==> src/sv/tsp_pkg.sv <==
package tsp_pkg;

  localparam int unsigned KIND_BITS = 3;
  localparam logic [2:0] KIND_CIRCLE = 3'd2;
  localparam logic [2:0] KIND_LINE   = 3'd4;

  localparam logic ACT_WRITE = 1'b0;
  localparam logic ACT_QUERY = 1'b1;

  localparam logic [0:0] REG_SHAPE_COUNT = 1'b0;
  localparam logic [0:0] REG_PICK_MARGIN = 1'b1;

  localparam int unsigned COUNT_BITS  = 7;
  localparam int unsigned MARGIN_BITS = 4;
  localparam logic [3:0] MARGIN_RESET = 4'd3;
  localparam int unsigned HIT_IDX_BITS = 6;

  typedef struct packed {
    logic [HIT_IDX_BITS-1:0] index;
    logic                    hit;
  } result_t;

endpackage

==> src/sv/tsp_front.sv <==
module tsp_front #(
  parameter int unsigned TABLE_DEPTH = 64,
  parameter int unsigned COORD_BITS  = 10,
  parameter int unsigned IDX_BITS    = 6,
  parameter int unsigned ENTRY_BITS  = 43
) (
  input  logic                    clk_i,
  input  logic                    rst_ni,
  input  logic                    s_valid_i,
  output logic                    s_ready_o,
  input  logic                    action_i,
  input  logic [5:0]              entry_index_i,
  input  logic [ENTRY_BITS-1:0]   entry_i,
  input  logic [COORD_BITS:0]     qx_i,
  input  logic [COORD_BITS:0]     qy_i,
  input  logic                    bk_idle_i,
  output logic                    wr_en_o,
  output logic [IDX_BITS-1:0]     wr_addr_o,
  output logic [ENTRY_BITS-1:0]   wr_data_o,
  output logic                    q_valid_o,
  input  logic                    q_ready_i,
  output logic [2*COORD_BITS+1:0] q_point_o
);

  logic                    full_q;
  logic [2*COORD_BITS+1:0] point_q;
  logic                    acc;

  // The table must not change under a running search.
  assign s_ready_o = !full_q && bk_idle_i;
  assign acc       = s_valid_i && s_ready_o;
  assign wr_en_o   = acc && (action_i == tsp_pkg::ACT_WRITE)
                     && ({26'd0, entry_index_i} < 32'(TABLE_DEPTH));
  assign wr_addr_o = IDX_BITS'(entry_index_i);
  assign wr_data_o = entry_i;
  assign q_valid_o = full_q;
  assign q_point_o = point_q;

  always_ff @(posedge clk_i or negedge rst_ni) begin
    if (!rst_ni) begin
      full_q <= 1'b0;
    end else if (acc && action_i == tsp_pkg::ACT_QUERY) begin
      full_q <= 1'b1;
    end else if (q_ready_i) begin
      full_q <= 1'b0;
    end
  end

  always_ff @(posedge clk_i) begin
    if (acc && action_i == tsp_pkg::ACT_QUERY) begin
      point_q <= {qy_i, qx_i};
    end
  end

endmodule

==> config.mk <==
export PLATFORM = sky130hd
export DESIGN_NAME = tsp_front
export DESIGN_NICKNAME = d
export VERILOG_FILES = /design/src/sv/tsp_pkg.sv /design/src/sv/tsp_front.sv
export SDC_FILE = /design/constraint.sdc
export NUM_CORES = 1
export LEC_CHECK = 0
export CORE_AREA = 4 4 56 58
export CTS_CLUSTER_DIAMETER = 200
export CTS_CLUSTER_SIZE = 20
export DETAILED_ROUTE_END_ITERATION = 10
export DIE_AREA = 0 0 60 62
export DONT_BUFFER_PORTS = 1
export GPL_ROUTABILITY_DRIVEN = 1
export PLACE_DENSITY = 0.57
export SLEW_MARGIN = 20
export SYNTH_ARGS = -nofsm -noshare
export SYNTH_HDL_FRONTEND = slang
export SYNTH_SLANG_ARGS = --single-unit
==> constraint.sdc <==
create_clock -name clk_i -period 1.8 [get_ports clk_i]
set_input_delay 0.09 -clock clk_i [delete_from_list [all_inputs] [get_ports clk_i]]
set_output_delay 0.09 -clock clk_i [all_outputs]
set_load 0.02 [all_outputs]
# After elaboration in Yosys (flattened, before gate mapping)
# Cells that the tools add are included.
[totals]
regBits = 23
in_bits = 77
output_inout_bits = 74
wordCells = 11
[classes]
mux = 2
bitwise = 1
reduce_logical = 6
[op_table]
columns = ["op", "n"]
rows = [
  ["1-bit logical AND", 4],
  ["1-bit 2-to-1 mux", 2],
  ["2-bit nonzero test", 1],
  ["1-bit zero test", 1],
  ["1-bit inverter", 1],
]

# Depth between registers and ports, before layout
# Gate-level depths: netlist (run 1).
[depth]
word_depth = 5
depth_mapped = 2
depth_no_buf = 2

# Worst setup path before layout (run 1)
# No wires, ideal clock.
[synth_timing]
path_kind = "register to register"
start = "register full_q, in the netlist q_valid_o"
end = "register point_q[0], in the netlist q_point_o[0], enable pin"
setup_time_ns = 0.401
arrival_ns = 1.473
t_required_ns = 1.399
slack_ns = -0.073
stages_incl_launch_ff = 2
path_buffers = 0
synth_period_minus_slack_ns = 1.873
path_cell_list = "dfrtp_1 -> nor2_1"
[synth_between]
elab_chain_cells = 4
[synth_lines]
columns = ["item", "line", "rtl"]
rows = [
  ["from (decl)", "tsp_front.sv:25", "logic full_q;"],
  ["from (signal assigned)", "tsp_front.sv:41", "full_q <= 1'b0;"],
  ["from (signal assigned)", "tsp_front.sv:43", "full_q <= 1'b1;"],
  ["from (signal assigned)", "tsp_front.sv:45", "full_q <= 1'b0;"],
  ["1-bit zero test", "tsp_front.sv:30", "assign s_ready_o = !full_q && bk_idle_i;"],
  ["1-bit logical AND", "tsp_front.sv:30", ""],
  ["1-bit logical AND", "tsp_front.sv:31", "assign acc = s_valid_i && s_ready_o;"],
  ["1-bit logical AND", "tsp_front.sv:50", "if (acc && action_i == tsp_pkg::ACT_QUERY) begin"],
  ["to (signal assigned)", "tsp_front.sv:51", "point_q <= {qy_i, qx_i};"],
  ["to (decl)", "tsp_front.sv:26", "logic [2*COORD_BITS+1:0] point_q;"],
]
# Every way passes these cells.
# A chain may end at the register's enable or synchronous reset.

# Worst setup path after layout (run 1)
[layout_timing]
start = "register full_q, in the netlist q_valid_o"
end = "output wr_en_o"
[layout_between]
elab_chain_cells = 4
[layout_lines]
columns = ["item", "line", "rtl"]
rows = [
  ["1-bit zero test", "tsp_front.sv:30", ""],
  ["1-bit logical AND", "tsp_front.sv:30", ""],
  ["net s_ready_o", "tsp_front.sv:10", "output logic s_ready_o,"],
  ["1-bit logical AND", "tsp_front.sv:31", ""],
  ["1-bit logical AND", "tsp_front.sv:32", "assign wr_en_o = acc && (action_i == tsp_pkg::ACT_WRITE)"],
  ["to (decl)", "tsp_front.sv:17", "output logic wr_en_o,"],
]
# The timed path passes the listed nets, and every way through them passes these cells.

==> run summary, run 1 <==
Run status: completed
Buffer levels on the longest clock path: 2
Top-level port count: 151
Fraction of layout cells with a size suffix above 1: 13.3%
Instance count along the most critical hold path: 0
Core region area: 2660 sq um
Total Neg Setup Slack: 0 ps
Maximum number of pins on one net before global-route repair: 16
Synthesis-to-layout area growth: -2.18%
Mean area per synthesized cell: 14.2 sq um
Type of the worst min-delay path: primary input to primary output
Total track usage: 9.39%
Post-route insts no fill: 91
Worst setup slack after placement: 575 ps
Mean number of vias per cell: 4.76
Clock tree skew after final layout: 13.4 ps
Net count of the finished layout: 138
Num rows: 19
Post-synth cell types: 8
Effective utilization at floorplan: 40.9%
Total of flip-flops plus latches after synthesis: 23
Number of failing hold endpoints at the final stage: 0
Final setup violation count: 0
Least-Margin Pin Slew: 333 ps
Ratio of final minimum period to clock period: 86.2%
Clk root buf: sky130_fd_sc_hd__clkbuf_4
Critical path class: register to primary output
Total wire length after detailed routing: 1.96 mm
Number of DRC markers after the initial detailed-route iteration: 17
Total die area: 3720 sq um
TritonCTS clock tree: yes
Setup bufs post-CTS: 0
Cell count of the worst reg-to-reg path: 2
Worst-skew pair later-pin latency: 300 ps
Number of instances resized during post-cts repair: 0
Die width: 60 um
Synth Warn #: 0
Share of synthesized area occupied by flip-flops and latches: 62.9%
Die height: 62 um
Max Slew Vio Count: 0
H-tree depth: 1
Largest fanout on the critical path: 4
Peak clock frequency supported by timing: 644 MHz
Max-cap violation count: 0
DR pass1 iterations: 2
Wire length of the first global-routing pass: 2.48 mm
Diode count: 0
Total standard cell area after synthesis: 1090 sq um
Final Worst Setup Slack: 248 ps
Clock slew at reported path FFs: 130 ps
Peak supply drop: 0.000411 V
Port bufs: 0
Endpoint type of the worst setup path: primary output
Shortest clock period the worst path allows after layout: 1550 ps
Syn Nets: 154
Final HPWL DP: 1.55 mm
Hold buffer count at CTS: 26
Filler cells: 248
Placer congestion estimate: 0.566
Arrival time reported for the critical path endpoint: 1460 ps
Leakage power summed over all cells: 0.371 nW
Power per Cell Area: 870 nW/um^2
DP Cell Count: 61
DRC: 0
Inserted Clock Buffers: 3
Worst setup SP type: register
Worst EP required: 1710 ps
Post-route worst hold slack: 180 ps
GR Overflow Total: 0
Relative max-transition margin: 77.8%
Unrepaired setup endpoints after global routing: false
Via Count: 433
Antenna violations before repair: 0
TritonCTS sink count: 23
Mapped Cells: 77
Residual antenna-violating net count after detailed routing: 0
Number of global-route vias before repair: 507
Mean routed wirelength per cell: 21.5 um
==> final cells by class <==
| cell class | instances | area (sq um) | area share [%] |
|---|---|---|---|
| Sequential cell | 23 | 686 | 64.3 |
| Multi-Input combinational cell | 5 | 38.8 | 3.64 |
| Clock inverter | 1 | 5.00 | 0.469 |
| Timing Repair Buffer | 28 | 275 | 25.8 |
| Clock buffer | 3 | 22.5 | 2.11 |
| Tap cell | 31 | 38.8 | 3.64 |
==> cells by family after synthesis <==
logic type	Yosys count	share of synthesized area [%]
buffers and inverters	49	33.8
flip-flops	23	62.9
AND/OR/NAND/NOR	4	2.41
multiplexers	1	0.919
==> routing by layer <==
metal	wire [um]	GRT usage, %	vias up	part of all wire [%]
met2	1110	16.5	47	57
met5	0	0	-	0
met4	103	10.4	0	5.3
met3	277	5.37	20	14
met1	467	6.31	192	24
li1	-	-	174	-
==> placed cells by master, fill, tap and decap left out <==
cell                            synthesis  routed
sky130_fd_sc_hd__nor2_2                 0       1
sky130_fd_sc_hd__buf_4                 49       2
sky130_fd_sc_hd__nand3_1                1       1
sky130_fd_sc_hd__and3b_1                1       1
sky130_fd_sc_hd__dfrtp_1                1       1
sky130_fd_sc_hd__clkinv_2               0       1
sky130_fd_sc_hd__dlygate4sd3_1          0      26
sky130_fd_sc_hd__edfxtp_1              22      22
sky130_fd_sc_hd__clkbuf_4               0       3
sky130_fd_sc_hd__mux2i_1                1       1
sky130_fd_sc_hd__nor2b_2                1       1
==> worst max-delay path, stage by stage (launching register included) <==
cell                      delay, ps
sky130_fd_sc_hd__dfrtp_1        520
sky130_fd_sc_hd__nor2b_2        300
sky130_fd_sc_hd__and3b_1        330
==> cell usage after synthesis <==
| cell type | number | area (sq um) |
|---|---|---|
| sky130_fd_sc_hd__and3b_1 | 1 | 8.76 |
| sky130_fd_sc_hd__buf_4 | 49 | 368 |
| sky130_fd_sc_hd__dfrtp_1 | 1 | 25.0 |
| sky130_fd_sc_hd__edfxtp_1 | 22 | 661 |
| sky130_fd_sc_hd__mux2i_1 | 1 | 10.0 |
| sky130_fd_sc_hd__nand3_1 | 1 | 5.00 |
| sky130_fd_sc_hd__nor2_1 | 1 | 3.75 |
| sky130_fd_sc_hd__nor2b_2 | 1 | 8.76 |
==> power by group <==
group,switching (mW),internal (mW),leakage (nW)
sequential,0.0278,0.606,0.214
clock,0.146,0.0828,0.0177
combinational,0.0215,0.0442,0.139
total,0.195,0.733,0.371
==> per-stage QoR <==
step	area [sq um]	utilization (%)	power [mW]
global placement	778	29.2	0.665
global route	1070	40.0	0.974
detailed placement	778	29.2	0.667
finish	1070	40.0	0.928
CTS	1070	40.0	0.940
floorplan	1090	-	0.817
==> sequential cells by signal, indices dropped and copies added (netlist names) <==
| signal | flops |
|---|---|
| q_point_o | 22 |
| q_valid_o | 1 |
==> path summary, 6_finish.rpt <==
path                        startpoint       endpoint  slack [ps]
min reg2reg                  q_valid_o   q_point_o[6]         970
min                        entry_i[11]  wr_data_o[11]         180
min in group asynchronous       rst_ni      q_valid_o         520
max reg2reg                  q_valid_o      q_valid_o         400
max                          q_valid_o        wr_en_o         250
max in group asynchronous       rst_ni      q_valid_o        1180
(Power assumes the default switching activity.)
==> run 2, diff against run 1 <==
--- a/config.mk
+++ b/config.mk
@@ -12,7 +12,7 @@
 export DIE_AREA = 0 0 60 62
 export DONT_BUFFER_PORTS = 1
 export GPL_ROUTABILITY_DRIVEN = 1
-export PLACE_DENSITY = 0.57
+export PLACE_DENSITY = 0.63
 export SLEW_MARGIN = 20
 export SYNTH_ARGS = -nofsm -noshare
 export SYNTH_HDL_FRONTEND = slang
==> constraint.sdc (replaced) <==
create_clock -name clk_i -period 1.8 [get_ports clk_i]
set_input_delay 0.18 -clock clk_i [delete_from_list [all_inputs] [get_ports clk_i]]
set_output_delay 0.18 -clock clk_i [all_outputs]
set_load 0.02 [all_outputs]
==> run 2 against run 1 <==
Critical endpoint unchanged. Via count up 1.8%. Critical path depth unchanged. Combinational power shrank 6.8%. Count of clock-buffer cells in the layout did not move. Register-to-register slack improved by 150 ps. Die area stayed put. Final cell count is 3.3% lower.
==> run summary, run 2 (same netlist as run 1, synthesis figures left out) <==
Placer congestion estimate: 0.594 (+4.9%)
Setup bufs post-CTS: 0 (unchanged)
Unrepaired setup endpoints after global routing: false
Total Neg Setup Slack: 0 ps (unchanged)
Max Slew Vio Count: 0 (unchanged)
Power per Cell Area: 888 nW/um^2 (+2.1%)
Source of the worst register-to-register timing path: q_valid_o
Worst setup SP type: register
Die width: 60 um (unchanged)
Top-level port count: 151 (unchanged)
R2R Path End: q_point_o[4]
Leading cell types in the layout, fill and taps excluded: 24 x sky130_fd_sc_hd__dlygate4sd3_1, 22 x sky130_fd_sc_hd__edfxtp_1, 3 x sky130_fd_sc_hd__clkbuf_4
Net count of the finished layout: 135 (-2.2%)
Number of instances resized during post-cts repair: 0 (unchanged)
Peak clock frequency supported by timing: 615 MHz (-4.5%)
Shortest clock period the worst path allows after layout: 1620 ps (+73.1 ps)
Number of failing hold endpoints at the final stage: 0 (unchanged)
Type of the worst min-delay path: primary input to register
Antenna violations before repair: 0 (unchanged)
Run status: completed
Cell count of the worst reg-to-reg path: 2 (unchanged)
Critical path class: register to primary output
End point of the most critical hold path: q_valid_o
Post-Route Utilization: 39.0% (-1.0 points)
Synthesis-to-layout area growth: -4.71%
Clock slew at reported path FFs: 120 ps (about the same)
Buffer levels on the longest clock path: 2 (unchanged)
Port bufs: 0 (unchanged)
Core region area: 2660 sq um (unchanged)
Number of DRC markers after the initial detailed-route iteration: 21 (+4)
Inserted Clock Buffers: 3 (unchanged)
H-tree depth: 1 (unchanged)
Arrival time reported for the critical path endpoint: 1440 ps (-20 ps)
Clk root buf: sky130_fd_sc_hd__clkbuf_4
Final HPWL DP: 1.85 mm (+20%)
Largest fanout on the critical path: 4 (unchanged)
Worst EP required: 1620 ps (-90 ps)
Diode count: 0 (unchanged)
TritonCTS clock tree: yes
Max-cap violation count: 0 (unchanged)
Most common cell after layout, fill and taps aside: sky130_fd_sc_hd__dlygate4sd3_1
Leakage power summed over all cells: 0.356 nW (-4.1%)
Peak supply drop: 0.000425 V (+3.6%)
Instance count along the most critical hold path: 2 (+2)
Effective utilization at floorplan: 40.9% (unchanged)
Residual antenna-violating net count after detailed routing: 0 (unchanged)
Maximum number of pins on one net before global-route repair: 23 (+7)
Filler cells: 243 (-2.0%)
Final setup violation count: 0 (unchanged)
Ratio of final minimum period to clock period: 90.3% (+4.1 points)
Number of global-route vias before repair: 476 (-6.1%)
Beginning of the worst hold path: action_i
Total track usage: 11.0% (+1.6 points)
Via Count: 441 (+1.8%)
Die height: 62 um (unchanged)
Wire length of the first global-routing pass: 2.87 mm (+16%)
Endpoint type of the worst setup path: primary output
Largest register FFs: 22 (unchanged)
Mean number of vias per cell: 5.01 (+5.3%)
TritonCTS sink count: 23 (unchanged)
Worst-case register-to-register setup slack: 550 ps (+150 ps)
Least-Margin Pin Slew: 325 ps (-7.82 ps)
DRC: 0 (unchanged)
Total wire length after detailed routing: 2.39 mm (+22%)
Relative max-transition margin: 78.3% (+0.52 points)
Fraction of layout cells with a size suffix above 1: 12.3% (-1.1 points)
Total die area: 3720 sq um (unchanged)
Hold buffer count at CTS: 24 (-7.7%)
Clock tree skew after final layout: 3.70 ps (-9.70 ps)
Num rows: 19 (unchanged)
DR pass1 iterations: 3 (+1)
Mean routed wirelength per cell: 27.1 um (+26%)
GR Overflow Total: 0 (unchanged)
Worst-skew pair later-pin latency: 300 ps (about the same)
-- run 2: worst max-delay path by stage --
stage | startpoint | to
6_report | q_valid_o | wr_en_o
3_3_place_gp | q_valid_o | wr_en_o
5_1_grt | q_valid_o | wr_en_o
4_1_cts | q_valid_o | wr_en_o
2_1_floorplan | q_valid_o | q_point_o[0]
3_5_place_dp | q_valid_o | wr_en_o
-- run 2: area by class of cell --
| class | count | area [sq um] | share of cell area, % |
|---|---|---|---|
| multi-input cells | 5 | 38.8 | 3.73 |
| flip-flops and latches | 23 | 686 | 66.0 |
| clock inverters | 1 | 5.00 | 0.482 |
| repair buffers | 25 | 248 | 23.9 |
| clock buffers | 3 | 22.5 | 2.17 |
| well taps | 31 | 38.8 | 3.73 |
-- run 2: metal layers --
layer | global-route usage (%) | vias to the layer above | share of wire, %
met2 | 19.1 | 71 | 55
li1 | - | 167 | -
met1 | 7.84 | 193 | 24
met4 | 6.01 | 0 | 1.8
met3 | 10.1 | 10 | 20
met5 | 0 | - | 0
-- run 2: worst max-delay path, stage by stage, from the launching register on --
cell and delay (ps):
sky130_fd_sc_hd__dfrtp_1 520, sky130_fd_sc_hd__nor2b_2 300, sky130_fd_sc_hd__and3b_1 330
-- run 2: per-stage QoR --
| stage | area, sq um | total power, mW | hold slack, ps | instances | setup WS (ps) |
|---|---|---|---|---|---|
| 3_5_place_dp | 771 | 0.664 | -116 | 60 | 504 |
| 5_1_grt | 1040 | 0.958 | 50.4 | 88 | 112 |
| 6_report | 1040 | 0.922 | 64.5 | 88 | 175 |
| 2_1_floorplan | 1090 | 0.817 | -116 | 77 | 279 |
| 4_1_cts | 1040 | 0.932 | 61.2 | 88 | 156 |
| 3_3_place_gp | 771 | 0.663 | -116 | 60 | 513 |
-- run 2: power by group --
group	internal (mW)	switching, mW
logic	0.0396	0.0215
clock network	0.0827	0.145
registers	0.606	0.0272
total	0.728	0.194
==> run 3, diff against run 2 <==
==> constraint.sdc (replaced) <==
create_clock -name clk_i -period 1.48 [get_ports clk_i]
set_input_delay 0.148 -clock clk_i [delete_from_list [all_inputs] [get_ports clk_i]]
set_output_delay 0.148 -clock clk_i [all_outputs]
set_load 0.02 [all_outputs]
==> run 3 against run 2 <==
Flip-flop and latch count unchanged. Register-to-register slack got worse by 180 ps. Combinational power up 33%. Count of clock-buffer cells in the layout did not move. Via count down 2.7%.
==> run summary, run 3 (same netlist as run 1, synthesis figures left out) <==
Least-Margin Pin Slew: 235 ps (-89.9 ps)
Total track usage: 10.3% (-0.70 points)
Shortest clock period the worst path allows after layout: 1390 ps
Number of DRC markers after the initial detailed-route iteration: 10 (-52%)
Critical path class: register to primary output
Clock tree skew after final layout: 1.65 ps (-2.05 ps)
Residual antenna-violating net count after detailed routing: 0 (unchanged)
Leakage power summed over all cells: 0.363 nW (+1.8%)
Peak clock frequency supported by timing: 720 MHz
Fraction of met2 tracks used by global routing: 19.8% (+0.62 points)
Total Neg Setup Slack: 0 ps (unchanged)
DRC: 0 (unchanged)
Largest fanout on the critical path: 4 (unchanged)
Die height: 62 um (unchanged)
Max Slew Vio Count: 0 (unchanged)
Sw Pwr: 0.240 mW (+24%)
Filler cells: 254 (+4.5%)
Total die area: 3720 sq um (unchanged)
Run status: completed
Buffer levels on the longest clock path: 2 (unchanged)
Max-cap violation count: 0 (unchanged)
Arrival time reported for the critical path endpoint: 1240 ps (-200 ps)
Worst-case register-to-register setup slack: 370 ps (-180 ps)
Fraction of layout cells with a size suffix above 1: 17.2% (+5.0 points)
Final setup violation count: 0 (unchanged)
Num rows: 19 (unchanged)
Post-route worst hold slack: 32.6 ps (-31.9 ps)
Placer congestion estimate: 0.696 (+17%)
Worst EP required: 1330 ps (-290 ps)
Endpoint type of the worst setup path: primary output
Share of power burned in combinational logic: 7.2% (+0.6 points)
Ratio of final minimum period to clock period: 93.8%
Maximum number of pins on one net before global-route repair: 23 (unchanged)
Proportion of power drawn by the clock network: 24.7% (about the same)
TritonCTS clock tree: yes
Number of failing hold endpoints at the final stage: 0 (unchanged)
Largest register FFs: 22 (unchanged)
Multi-input combinational cell area: 45.0 sq um (+16%)
Clock slew at reported path FFs: 120 ps (about the same)
Die width: 60 um (unchanged)
TritonCTS sink count: 23 (unchanged)
Met3 demand-to-capacity share in global routing: 6.82% (-3.3 points)
Net switching share of the total power: 21.2% (+0.15 points)
Most common cell after layout, fill and taps aside: sky130_fd_sc_hd__dlygate4sd3_1
Power per Cell Area: 1060 nW/um^2 (+20%)
Mean number of vias per cell: 4.82 (-3.8%)
DR pass1 iterations: 4 (+1)
Port bufs: 0 (unchanged)
Peak supply drop: 0.000495 V (+16%)
Unrepaired setup endpoints after global routing: false
Total internal power: 0.892 mW (+23%)
Worst-skew pair later-pin latency: 300 ps (about the same)
Wire length of the first global-routing pass: 2.62 mm (-8.6%)
Diode count: 0 (unchanged)
Worst setup SP type: register
Top-level port count: 151 (unchanged)
Net count of the finished layout: 136 (+0.74%)
Core region area: 2660 sq um (unchanged)
Setup bufs post-CTS: 0 (unchanged)
Type of the worst min-delay path: primary input to asynchronous set/reset pin
Layer carrying the most global-route usage: met2
Antenna violations before repair: 0 (unchanged)
Mean routed wirelength per cell: 24.6 um (-9.4%)
GR Overflow Total: 0 (unchanged)
Clk root buf: sky130_fd_sc_hd__clkbuf_4
Via Count: 429 (-2.7%)
Sequential cell fraction of total power: 68.1% (-0.5 points)
Effective utilization at floorplan: 40.9% (unchanged)
Inserted Clock Buffers: 3 (unchanged)
H-tree depth: 1 (unchanged)
Relative max-transition margin: 84.4% (+6.0 points)
Met1 usage in global routing: 6.80% (-1.0 points)
Leading cell types in the layout, fill and taps excluded: 24 x sky130_fd_sc_hd__dlygate4sd3_1, 22 x sky130_fd_sc_hd__edfxtp_1, 3 x sky130_fd_sc_hd__clkbuf_4
FF+latch area: 687 sq um (+0.18%)
Synthesis-to-layout area growth: -2.18%
Total wire length after detailed routing: 2.19 mm (-8.4%)
Number of global-route vias before repair: 455 (-4.4%)
## run 3: cell types whose count changed in the layout (fill, tap and decap cells not counted)
cell | previous run | this run
sky130_fd_sc_hd__and3b_1 | 1 | 0
sky130_fd_sc_hd__and3b_2 | 0 | 1
sky130_fd_sc_hd__buf_12 | 0 | 1
sky130_fd_sc_hd__dfrtp_1 | 1 | 0
sky130_fd_sc_hd__dfrtp_2 | 0 | 1
sky130_fd_sc_hd__nor2_2 | 1 | 0
sky130_fd_sc_hd__nor2_4 | 0 | 1
## run 3: area by class of cell
| type | count | share of cell area, % |
|---|---|---|
| Sequential cell | 23 | 64.4 |
| Clock buffer | 3 | 2.11 |
| Tap cell | 31 | 3.64 |
| Multi-Input combinational cell | 5 | 4.23 |
| Timing Repair Buffer | 26 | 25.1 |
| Clock inverter | 1 | 0.469 |
## run 3: timing repair
| action | CTS | global route |
|---|---|---|
| endpoints found under the setup margin | 1 | 1 |
| hold buffers | 24 | 0 |
| endpoints found under the hold margin | 24 | 0 |
| resized for setup | 1 | 1 |
| cloned | 0 | 0 |
| pin swaps | 0 | 0 |
## run 3: path summary, 6_finish.rpt
kind	from	endpoint	depth (start not counted)
min	rst_ni	q_valid_o	1
max reg2reg	q_valid_o	q_point_o[17]	2
max in group asynchronous	rst_ni	q_valid_o	1
max	q_valid_o	wr_en_o	2
min in group clk_i	action_i	q_valid_o	2
min reg2reg	q_valid_o	q_valid_o	1
## run 3: per-layer routing
layer  wire [um]  share of wire, %  vias to the layer above
li1            -                 -                      168
met1         511                23                      199
met2        1330                61                       56
met3         308                14                        6
met4          43               2.0                        0
met5           0                 0                        -
## run 3: per-stage QoR
stage	worst slack (ps)	power (mW)	std cells	utilization, %	area, sq um
after CTS	18.4	1.15	89	40.0	1060
after global placement	338	0.815	61	29.9	796
after detailed placement	316	0.817	61	29.9	796
after floorplan	191	0.995	77	-	1100
after global routing	25.3	1.18	89	40.0	1070
final	92.0	1.13	89	40.0	1070
## run 3: power by group through the flow
stage	Sequential [mW]	Clock, mW	Combinational, mW
after floorplan	0.783	0	0.212
after global placement	0.785	0	0.0292
after detailed placement	0.786	0	0.0306
after CTS	0.772	0.296	0.0825
after global routing	0.773	0.316	0.0880
final	0.771	0.280	0.0814
## run 3: critical path: stages (launching register included)
cell and delay (ps):
sky130_fd_sc_hd__dfrtp_2 510, sky130_fd_sc_hd__nor2b_2 160, sky130_fd_sc_hd__and3b_2 270
